## src/hdl/i2c_sbs_pkg.sv

```systemverilog
// Package for the I2C slave byte sequencer: item types, phase and mode codes,
// counter presets and the phase-to-mode encoder. No dependencies.
package i2c_sbs_pkg;

  localparam int unsigned CfgIdxW = 2;

  localparam logic [CfgIdxW-1:0] CfgOwnAddress = 2'd0;
  localparam logic [CfgIdxW-1:0] CfgReplyByte  = 2'd1;

  localparam logic [0:0] OpStart    = 1'b0;
  localparam logic [0:0] OpOverflow = 1'b1;

  localparam logic [3:0] PresetByte = 4'h0;
  localparam logic [3:0] PresetAck  = 4'hE;

  localparam logic [2:0] ModeAddress  = 3'd0;
  localparam logic [2:0] ModeMWrite   = 3'd1;
  localparam logic [2:0] ModeReceive  = 3'd2;
  localparam logic [2:0] ModeMRead    = 3'd3;
  localparam logic [2:0] ModeTransmit = 3'd4;

  typedef enum logic [4:0] {
    PhAddress  = 5'b00001,
    PhMWrite   = 5'b00010,
    PhReceive  = 5'b00100,
    PhMRead    = 5'b01000,
    PhTransmit = 5'b10000
  } phase_e;

  typedef struct packed {
    logic [0:0] operation;
    logic [7:0] shift_byte;
    logic [0:0] clock_line_high;
  } in_item_t;

  typedef struct packed {
    logic [2:0] mode_after;
    logic [0:0] data_pin_output;
    logic [0:0] data_pin_level;
    logic [3:0] counter_preset;
    logic [7:0] shift_load;
    logic [0:0] overflow_enabled;
    logic [0:0] went_idle;
    logic [7:0] received_data;
    logic [0:0] received_strobe;
  } out_item_t;

  function automatic logic [2:0] phase_to_mode(phase_e ph);
    logic [2:0] m;
    case (ph)
      PhAddress:  m = ModeAddress;
      PhMWrite:   m = ModeMWrite;
      PhReceive:  m = ModeReceive;
      PhMRead:    m = ModeMRead;
      PhTransmit: m = ModeTransmit;
      default:    m = ModeAddress;
    endcase
    return m;
  endfunction

endpackage

```

## src/hdl/i2c_slave_byte_sequencer_unit.sv

```systemverilog
// I2C slave byte sequencer: per-event state update between an input register
// and a result register. Depends on i2c_sbs_pkg.
//
// Usage:
//   Input channel (in_valid_i / in_stall_o / in_item_i) carries one bus event
//   per item: a start condition or a counter overflow with the shifted byte,
//   plus the SCL level seen after the wait. Every item yields one result item
//   on the output channel (out_valid_o / out_stall_i / out_item_o).
//   Configuration: cfg_valid_i / cfg_ready_o with cfg_index_i and cfg_data_i;
//   index 0 is the own address (low 7 bits), index 1 the reply byte, others
//   are ignored. cfg_ready_o is always high; write only while idle.
//   Path: the item is held in the input register, decoded, and its result
//   loaded into the result register once the output is free. Throughput:
//   one item per cycle when not stalled; all event decode is combinational.
//   Reset: phase goes to address mode, overflow events disarmed, shift and
//   captured byte cleared, SDA released as input; both registers empty.
//   Stall: a stalled result holds; the input register keeps taking items
//   until it is full behind the stalled result, then in_stall_o rises.
module i2c_slave_byte_sequencer_unit (
  input  logic                                 clk_i,
  input  logic                                 rst_ni,
  input  logic                                 cfg_valid_i,
  output logic                                 cfg_ready_o,
  input  logic [i2c_sbs_pkg::CfgIdxW-1:0]      cfg_index_i,
  input  logic [7:0]                           cfg_data_i,
  input  logic                                 in_valid_i,
  output logic                                 in_stall_o,
  input  i2c_sbs_pkg::in_item_t                in_item_i,
  output logic                                 out_valid_o,
  input  logic                                 out_stall_i,
  output i2c_sbs_pkg::out_item_t               out_item_o
);

  logic [6:0] own_addr_q;
  logic [7:0] reply_q;

  logic                  in_vld_q;
  i2c_sbs_pkg::in_item_t in_q;
  logic                   out_vld_q;
  i2c_sbs_pkg::out_item_t out_q;

  i2c_sbs_pkg::phase_e phase_q, phase_d;
  logic       armed_q, armed_d;
  logic [7:0] shift_q, shift_d;
  logic [7:0] last_q, last_d;
  logic       sda_oe_q, sda_oe_d;
  logic       sda_lvl_q, sda_lvl_d;
  logic [3:0] preset;
  logic       idle_now;
  logic       strobe;

  logic out_free;
  logic advance;
  logic in_take;

  assign cfg_ready_o = 1'b1;
  assign out_free    = !out_vld_q || !out_stall_i;
  assign advance     = in_vld_q && out_free;
  assign in_stall_o  = in_vld_q && !out_free;
  assign in_take     = in_valid_i && !in_stall_o;
  assign out_valid_o = out_vld_q;
  assign out_item_o  = out_q;

  always_ff @(posedge clk_i or negedge rst_ni) begin
    if (!rst_ni) begin
      own_addr_q <= '0;
      reply_q    <= '0;
    end else if (cfg_valid_i) begin
      if (cfg_index_i == i2c_sbs_pkg::CfgOwnAddress) begin
        own_addr_q <= cfg_data_i[6:0];
      end else if (cfg_index_i == i2c_sbs_pkg::CfgReplyByte) begin
        reply_q <= cfg_data_i;
      end
    end
  end

  // event decode
  always_comb begin
    phase_d   = phase_q;
    armed_d   = armed_q;
    shift_d   = shift_q;
    last_d    = last_q;
    sda_oe_d  = sda_oe_q;
    sda_lvl_d = sda_lvl_q;
    preset    = i2c_sbs_pkg::PresetByte;
    idle_now  = 1'b0;
    strobe    = 1'b0;
    if (in_q.operation == i2c_sbs_pkg::OpStart) begin
      sda_oe_d = 1'b0;
      phase_d  = i2c_sbs_pkg::PhAddress;
      shift_d  = '0;
      armed_d  = !in_q.clock_line_high[0];
      idle_now = in_q.clock_line_high[0];
    end else if (armed_q) begin
      case (phase_q)
        i2c_sbs_pkg::PhAddress: begin
          if (in_q.shift_byte[7:1] == own_addr_q) begin
            phase_d   = in_q.shift_byte[0] ? i2c_sbs_pkg::PhMRead : i2c_sbs_pkg::PhMWrite;
            sda_oe_d  = 1'b1;
            sda_lvl_d = 1'b0;
            preset    = i2c_sbs_pkg::PresetAck;
            shift_d   = '0;
          end else begin
            shift_d  = '0;
            armed_d  = 1'b0;
            idle_now = 1'b1;
          end
        end
        i2c_sbs_pkg::PhMWrite: begin
          phase_d  = i2c_sbs_pkg::PhReceive;
          sda_oe_d = 1'b0;
          shift_d  = in_q.shift_byte;
          if (in_q.clock_line_high[0]) begin
            shift_d  = '0;
            armed_d  = 1'b0;
            idle_now = 1'b1;
          end
        end
        i2c_sbs_pkg::PhReceive: begin
          phase_d   = i2c_sbs_pkg::PhMWrite;
          last_d    = in_q.shift_byte;
          strobe    = 1'b1;
          shift_d   = in_q.shift_byte;
          sda_oe_d  = 1'b1;
          sda_lvl_d = 1'b0;
          preset    = i2c_sbs_pkg::PresetAck;
        end
        i2c_sbs_pkg::PhMRead: begin
          if (in_q.shift_byte != 8'h00) begin
            shift_d  = '0;
            armed_d  = 1'b0;
            idle_now = 1'b1;
          end else begin
            phase_d   = i2c_sbs_pkg::PhTransmit;
            shift_d   = reply_q;
            sda_oe_d  = 1'b1;
            sda_lvl_d = 1'b1;
          end
        end
        i2c_sbs_pkg::PhTransmit: begin
          phase_d  = i2c_sbs_pkg::PhMRead;
          sda_oe_d = 1'b0;
          shift_d  = '0;
          preset   = i2c_sbs_pkg::PresetAck;
        end
        default: begin
          shift_d  = '0;
          armed_d  = 1'b0;
          idle_now = 1'b1;
        end
      endcase
    end
  end

  always_ff @(posedge clk_i or negedge rst_ni) begin
    if (!rst_ni) begin
      phase_q   <= i2c_sbs_pkg::PhAddress;
      armed_q   <= 1'b0;
      shift_q   <= '0;
      last_q    <= '0;
      sda_oe_q  <= 1'b0;
      sda_lvl_q <= 1'b1;
    end else if (advance) begin
      phase_q   <= phase_d;
      armed_q   <= armed_d;
      shift_q   <= shift_d;
      last_q    <= last_d;
      sda_oe_q  <= sda_oe_d;
      sda_lvl_q <= sda_lvl_d;
    end
  end

  always_ff @(posedge clk_i or negedge rst_ni) begin
    if (!rst_ni) begin
      in_vld_q  <= 1'b0;
      out_vld_q <= 1'b0;
    end else begin
      if (in_take) begin
        in_vld_q <= 1'b1;
      end else if (advance) begin
        in_vld_q <= 1'b0;
      end
      if (advance) begin
        out_vld_q <= 1'b1;
      end else if (out_free) begin
        out_vld_q <= 1'b0;
      end
    end
  end

  always_ff @(posedge clk_i) begin
    if (in_take) begin
      in_q <= in_item_i;
    end
    if (advance) begin
      out_q.mode_after       <= i2c_sbs_pkg::phase_to_mode(phase_d);
      out_q.data_pin_output  <= sda_oe_d;
      out_q.data_pin_level   <= sda_lvl_d;
      out_q.counter_preset   <= preset;
      out_q.shift_load       <= shift_d;
      out_q.overflow_enabled <= armed_d;
      out_q.went_idle        <= idle_now;
      out_q.received_data    <= last_d;
      out_q.received_strobe  <= strobe;
    end
  end

  a_phase_onehot: assert property (@(posedge clk_i) disable iff (!rst_ni)
    $onehot(phase_q))
    else $error("phase register not one-hot");

  a_strobe_mode: assert property (@(posedge clk_i) disable iff (!rst_ni)
    out_vld_q && out_q.received_strobe |->
      out_q.mode_after == i2c_sbs_pkg::ModeMWrite && out_q.received_data == out_q.shift_load)
    else $error("captured byte without write phase");

  a_idle_disarmed: assert property (@(posedge clk_i) disable iff (!rst_ni)
    out_vld_q && out_q.went_idle |-> !out_q.overflow_enabled && out_q.shift_load == 8'h00)
    else $error("idle result still armed");

  a_preset_codes: assert property (@(posedge clk_i) disable iff (!rst_ni)
    out_vld_q |-> out_q.counter_preset == i2c_sbs_pkg::PresetByte ||
                  out_q.counter_preset == i2c_sbs_pkg::PresetAck)
    else $error("bad counter preset");

endmodule

```

## config.mk

```make
export PLATFORM = sky130hd
export DESIGN_NAME = i2c_slave_byte_sequencer_unit
export DESIGN_NICKNAME = d
export VERILOG_FILES = /design/src/hdl/i2c_sbs_pkg.sv /design/src/hdl/i2c_slave_byte_sequencer_unit.sv
export SDC_FILE = /design/constraint.sdc
export NUM_CORES = 1
export LEC_CHECK = 0
export ABC_CLOCK_PERIOD_IN_PS = 4000
export BUFFER_PORTS_ARGS = -buffer_cell sky130_fd_sc_hd__buf_2
export CAP_MARGIN = 15
export CORE_MARGIN = 1.5
export CORE_UTILIZATION = 40
export CTS_BUF_LIST = sky130_fd_sc_hd__clkbuf_8
export DETAILED_ROUTE_END_ITERATION = 8
export HOLD_SLACK_MARGIN = 0.15
export SYNTH_ARGS = -nofsm -noshare
export SYNTH_HDL_FRONTEND = slang
export SYNTH_SLANG_ARGS = --single-unit
```

## constraint.sdc

```tcl
create_clock -name clk_i -period 4 [get_ports clk_i]
set_input_delay 0.8 -clock clk_i [delete_from_list [all_inputs] [get_ports clk_i]]
set_output_delay 0.8 -clock clk_i [all_outputs]
set_load 0.1 [all_outputs]
```

Yosys cells after proc, flatten, opt, wreduce, memory -nomap -nowiden
Cells that the tools add are included.

cells by class
  multiplexer cells = 44
  bitwise operators = 1
  equal/unequal tests = 11
  reductions and logical operators = 18

operator list
  cell                                                                   number
  8-bit 2-to-1 mux                                                       7
  5-bit one-hot mux with 5 select lines                                  1
  8-bit one-hot mux with 3 select lines                                  1
  1-bit 2-to-1 mux                                                       23
  5-bit 2-to-1 mux                                                       4
  1-bit one-hot mux with 4 select lines                                  3
  3-bit one-hot mux with 4 select lines                                  1
  5-bit by 2-bit equality test with 1-bit output, second input constant  2
  5-bit by 3-bit equality test with 1-bit output, second input constant  2
  5-bit by 4-bit equality test with 1-bit output, second input constant  2
  5-bit equality test, second input constant                             2
  4-bit 2-to-1 mux                                                       2
  4-bit one-hot mux with 2 select lines                                  1
  8-bit nonzero test                                                     1
  7-bit equality test                                                    1
  5-bit by 1-bit equality test with 1-bit output, second input constant  1
  1-bit zero test                                                        5
  2-bit AND reduction                                                    2
  2-bit nonzero test                                                     2
  2-bit OR reduction                                                     2
  1-bit logical AND                                                      3
  1-bit one-hot mux with 3 select lines                                  1
  3-bit AND reduction                                                    1
  2-bit by 1-bit equality test with 1-bit output, second input constant  1
  other kinds (3)                                                        3

storage, ports and cells
  output and inout port bits = 31
  logic and storage cells = 96
  input port bits = 25
  flip-flop bits (word level) = 79

Depth between registers and ports, before layout
  depth after elaboration = 7
  mapped depth = 8
  mapped depth without buffers = 6

Least setup slack after synthesis
No wires, ideal clock.

  path kind = register -> output
  start = reg out_vld_q, in the netlist out_valid_o
  end = out in_stall_o
  cell stages (with the launch flop) = 3
  arrival = 1762 ps
  slack = 1438 ps
  required time = 3200 ps
  cell sequence = dfrtp_1 nand3_1 inv_1

on the way
  cells in the longest elaborated chain, start to end = 4

RTL lines
  what                      line                                  text
  start: declaration        i2c_slave_byte_sequencer_unit.sv:39   logic out_vld_q;
  start signal: assignment  i2c_slave_byte_sequencer_unit.sv:176  out_vld_q <= 1'b0;
  start signal: assignment  i2c_slave_byte_sequencer_unit.sv:184  out_vld_q <= 1'b1;
  start signal: assignment  i2c_slave_byte_sequencer_unit.sv:186  out_vld_q <= 1'b0;
  1-bit zero test           i2c_slave_byte_sequencer_unit.sv:57   assign out_free = !out_vld_q || !out_stall_i;
  1-bit logical OR          i2c_slave_byte_sequencer_unit.sv:57
  1-bit zero test           i2c_slave_byte_sequencer_unit.sv:59   assign in_stall_o = in_vld_q && !out_free;
  1-bit logical AND         i2c_slave_byte_sequencer_unit.sv:59
  end: declaration          i2c_slave_byte_sequencer_unit.sv:27   output logic in_stall_o,

Every way passes these cells.

Final worst setup path
  start = reg in_q[7] (netlist bit)
  end = reg out_q, in the netlist out_item_o[26], data pin

on the way
  cells in the longest elaborated chain, start to end = 7
  elaborated cells between the ends (all ways) = 12

RTL lines
  what                                                              line                                                                       text
  start: declaration                                                i2c_slave_byte_sequencer_unit.sv:38                                        i2c_sbs_pkg::in_item_t in_q;
  start signal: assignment                                          i2c_slave_byte_sequencer_unit.sv:193                                       in_q <= in_item_i;
  7-bit equality test / 8-bit nonzero test (equally long branches)  i2c_slave_byte_sequencer_unit.sv:97, i2c_slave_byte_sequencer_unit.sv:129
  5-bit 2-to-1 mux, on equally long branches                        i2c_slave_byte_sequencer_unit.sv:97, i2c_slave_byte_sequencer_unit.sv:129
  5-bit one-hot mux with 5 select lines (*)                         i2c_slave_byte_sequencer_unit.sv:95                                        case (phase_q)
  5-bit 2-to-1 mux (*)                                              i2c_slave_byte_sequencer_unit.sv:94                                        end else if (armed_q) begin
  5-bit 2-to-1 mux (*)                                              i2c_slave_byte_sequencer_unit.sv:88                                        if (in_q.operation == i2c_sbs_pkg::OpStart) begin
  5-bit equality test (tied with other cells)                       i2c_sbs_pkg.sv:50                                                          case (ph)
  3-bit one-hot mux with 4 select lines (*)                         i2c_sbs_pkg.sv:50
  end: declaration                                                  i2c_slave_byte_sequencer_unit.sv:40                                        i2c_sbs_pkg::out_item_t out_q;

Every way passes the cells marked *; elsewhere a longest branch is shown, timed or not.
A chain may end at the register's enable or synchronous reset.

==> qor.txt <==
CTS buffer count = 9
routed wire length = 8.10 mm
routed vias/inst = 5.57
Slew headroom = 0.202
# nets final = 387
# rows = 34
detailed-placement wirelength estimate = 5.58 mm
DRC = 1
initial antenna violation count = 0
Post-DRT Antenna Nets = 0
Initial Utilization = 0.415
Setup TNS = 0 ns
Longest Clk Path Bufs = 2
MaxCap Viol Count = 0
Pre-antenna DRT Iters = 8
final worst path period need = 2.44 ns
hold path start = last_q[1]$_DFFE_PN0P_
most frequently used flop master after synthesis = dfrtp_1
dpl cell area = 3970 um^2
RSZ-0062 raised after global routing = false
Post-synth EDFFs = 35
layout cell share with drive strength beyond 1 = 0.305
largest net degree at the start of global routing = 42
post-synthesis xor/xnor area fraction = 0.0216
simple-gate share of the synthesized area = 0.170
P per Cell Area = 531 nW/um^2
setup violators final = 0
clock latency on the worst-skew pair = 0.36 ns
largest family of logic cells by synthesized area = simple AND/OR/NAND/NOR gates
grt ovf = 0
status = complete, but fails checks
critical path type = flip-flop to flip-flop
CTS hold repair buffers = 0
post-synthesis mux area share = 0.0770
Hold Crit Depth = 2
Leak = 1.68 nW
Synth Cell Area = 3660 um^2
global-route wire length before repair = 13.1 mm
number of synthesized register bits = 76
worst vdd ir = 0.231 mV
Worst setup EP type = flip-flop
fin area = 4170 um^2
Worst EP required = 4.21 ns
Avg Cell Area, Syn = 11.6 um^2
Chip Width = 98.6 um
Slew Viols, Final = 0
IO buf count = 53
Synth cell types = 58
Placer Congestion = 1.01
HP Class = flip-flop to flip-flop
Area growth syn-to-layout = 14.1%
clock slew at reported path FFs = 0.08 ns
Die H = 98.6 um
Crit Reg-Reg Startpoint = in_q[7]$_DFFE_PP_
Reg2Reg Setup Slack = 1.56 ns
reg2reg end = out_item_o[26]$_DFFE_PP_
number of global-route vias before repair = 2430
Core Area = 8810 um^2
Synth async-reset ratio = 0.539
# diodes = 0
Final Hold Viols = 0
failing checks = DRC
clock root buffer = clkbuf_8
CTS H-tree lvls = 3
synthesized-area fraction occupied by adder cells = 0
number of buffers added for setup after CTS = 0
CP max FO = 5
Setup crit start kind = flip-flop
Clock Sinks = 76
register area share after synthesis = 0.569
Compound-Gate Fraction of Synth Area = 0.116
Ys Warns = 0
CTS resizes = 0
initial DRC count = 269
Final period util = 0.611
via count = 2644
WP data arrival = 2.66 ns
IO Count = 56
Slew @ Worst Pin = 1.19 ns
total track usage = 0.177
Routed WL per cell = 17.0 um
hold endpoint = last_q[1]$_DFFE_PN0P_
Post-Syn Instances = 315
syn_nets = 340
Fillers = 822
r2r worst-path depth = 6
Die ar. = 9730 um^2
fmax = 409 MHz
TritonCTS clock tree = built
skew final = 0.0126 ns
-- cell families (layout without fill, tap and decap cells) --
logic type             after synthesis  in the layout
XOR/XNOR                             9              9
AND/OR/NAND/NOR                    111            111
AO/OA/AOI/OAI                       58             58
buffers and inverters               34             86
multiplexers                        25             25
other                                2              2
flip-flops                          76             76
-- critical path, stage by stage, from the launching register on --
cell and delay, ns:
edfxtp_1 0.49, or4_1 0.64, nor2_1 0.17, nor2_1 0.12
or3_4 0.38, a221o_1 0.37, a21oi_2 0.12
-- flip-flops by register name, summed over array words and instances, names as in the netlist --
name and count:
in_vld_q 1, sda_oe_q 1, sda_lvl_q 1, armed_q 1
out_valid_o 1, last_q 8, reply_q 8, shift_q 8
phase_q 5, own_addr_q 7, out_item_o 25, in_q 10
-- cell usage in the layout (no fill, tap or decap), types with 3 or more instances in the layout --
| cell type | n |
|---|---|
| a22oi_1 | 9 |
| clkbuf_8 | 9 |
| edfxtp_1 | 35 |
| o31ai_1 | 5 |
| buf_2 | 53 |
| nand2_1 | 32 |
| and2_1 | 11 |
| o21ai_0 | 13 |
| mux2_2 | 25 |
| dfrtp_1 | 39 |
| nand3_1 | 17 |
| o22ai_1 | 10 |
| or4_1 | 3 |
| nand2b_1 | 4 |
| nor2_1 | 13 |
| a21oi_1 | 4 |
| inv_1 | 13 |
| nor3_1 | 7 |
| xnor2_1 | 8 |
| nand4_1 | 3 |
-- worst max-delay path by stage --
stage | startpoint | to | cells past startpoint
floorplan | out_valid_o$_DFFE_PN0P_ | in_stall_o | 2
global placement | out_stall_i | phase_q[4]$_DFFE_PN0P_ | 7
detailed placement | out_stall_i | phase_q[4]$_DFFE_PN0P_ | 7
CTS | in_q[7]$_DFFE_PP_ | out_item_o[26]$_DFFE_PP_ | 6
global route | in_q[7]$_DFFE_PP_ | out_item_o[27]$_DFFE_PP_ | 6
finish | in_q[7]$_DFFE_PP_ | out_item_o[26]$_DFFE_PP_ | 6
-- Yosys cell counts (all sizes together) (3+ instances only) --
| library cell | count | share of area |
|---|---|---|
| nand2b | 4 | 0.0068 |
| edfxtp | 35 | 0.29 |
| nand4 | 3 | 0.0051 |
| nor4 | 3 | 0.0092 |
| xnor2 | 8 | 0.019 |
| dfrtp | 39 | 0.27 |
| nor2 | 15 | 0.020 |
| buf | 13 | 0.023 |
| clkbuf | 6 | 0.0062 |
| a21oi | 5 | 0.0079 |
| nand3 | 17 | 0.023 |
| inv | 15 | 0.015 |
| nor3 | 7 | 0.0096 |
| mux2 | 25 | 0.077 |
| or4 | 4 | 0.0092 |
| o31ai | 6 | 0.014 |
| a22oi | 9 | 0.018 |
| o21ai | 13 | 0.018 |
| nand2 | 32 | 0.033 |
| and2 | 12 | 0.021 |
| o22ai | 10 | 0.017 |
-- through the flow --
stage | total power, mW | setup WS (ns) | hold WS [ns] | utilization | instances
after global placement | 1.61 | 1.56 | 0.453 | 0.450 | 459
after global routing | 2.31 | 1.46 | 0.505 | 0.474 | 475
after floorplan | 1.50 | 1.44 | 0.442 | - | 315
after CTS | 2.23 | 1.57 | 0.479 | 0.474 | 475
after detailed placement | 1.62 | 1.54 | 0.458 | 0.450 | 459
final | 2.21 | 1.56 | 0.475 | 0.474 | 475
-- where the power goes --
part / internal (mW) / switching (mW) / total [mW]
sequential: 0.930 / 0.0900 / 1.02
clock: 0.298 / 0.311 / 0.608
combinational: 0.163 / 0.424 / 0.587
total: 1.39 / 0.824 / 2.21
-- area by class of cell --
class                           instances  area [um^2]  area share
Sequential cell                        76         2080       0.498
Multi-Input combinational cell        205         1410       0.339
Timing Repair Buffer                   55          280      0.0672
Tap cell                              108          135      0.0324
Clock buffer                            9          124      0.0297
Clock inverter                          7         82.6      0.0198
Inverter                               15         56.3      0.0135
-- layer usage --
layer,wire length (um),vias up,global-route usage
li1,-,1236,-
met1,3980,1291,0.266
met2,3500,100,0.250
met3,410,17,0.0277
met4,200,0,0.0868
met5,0,-,0
No activity file was read; power rests on OpenSTA's default activity.
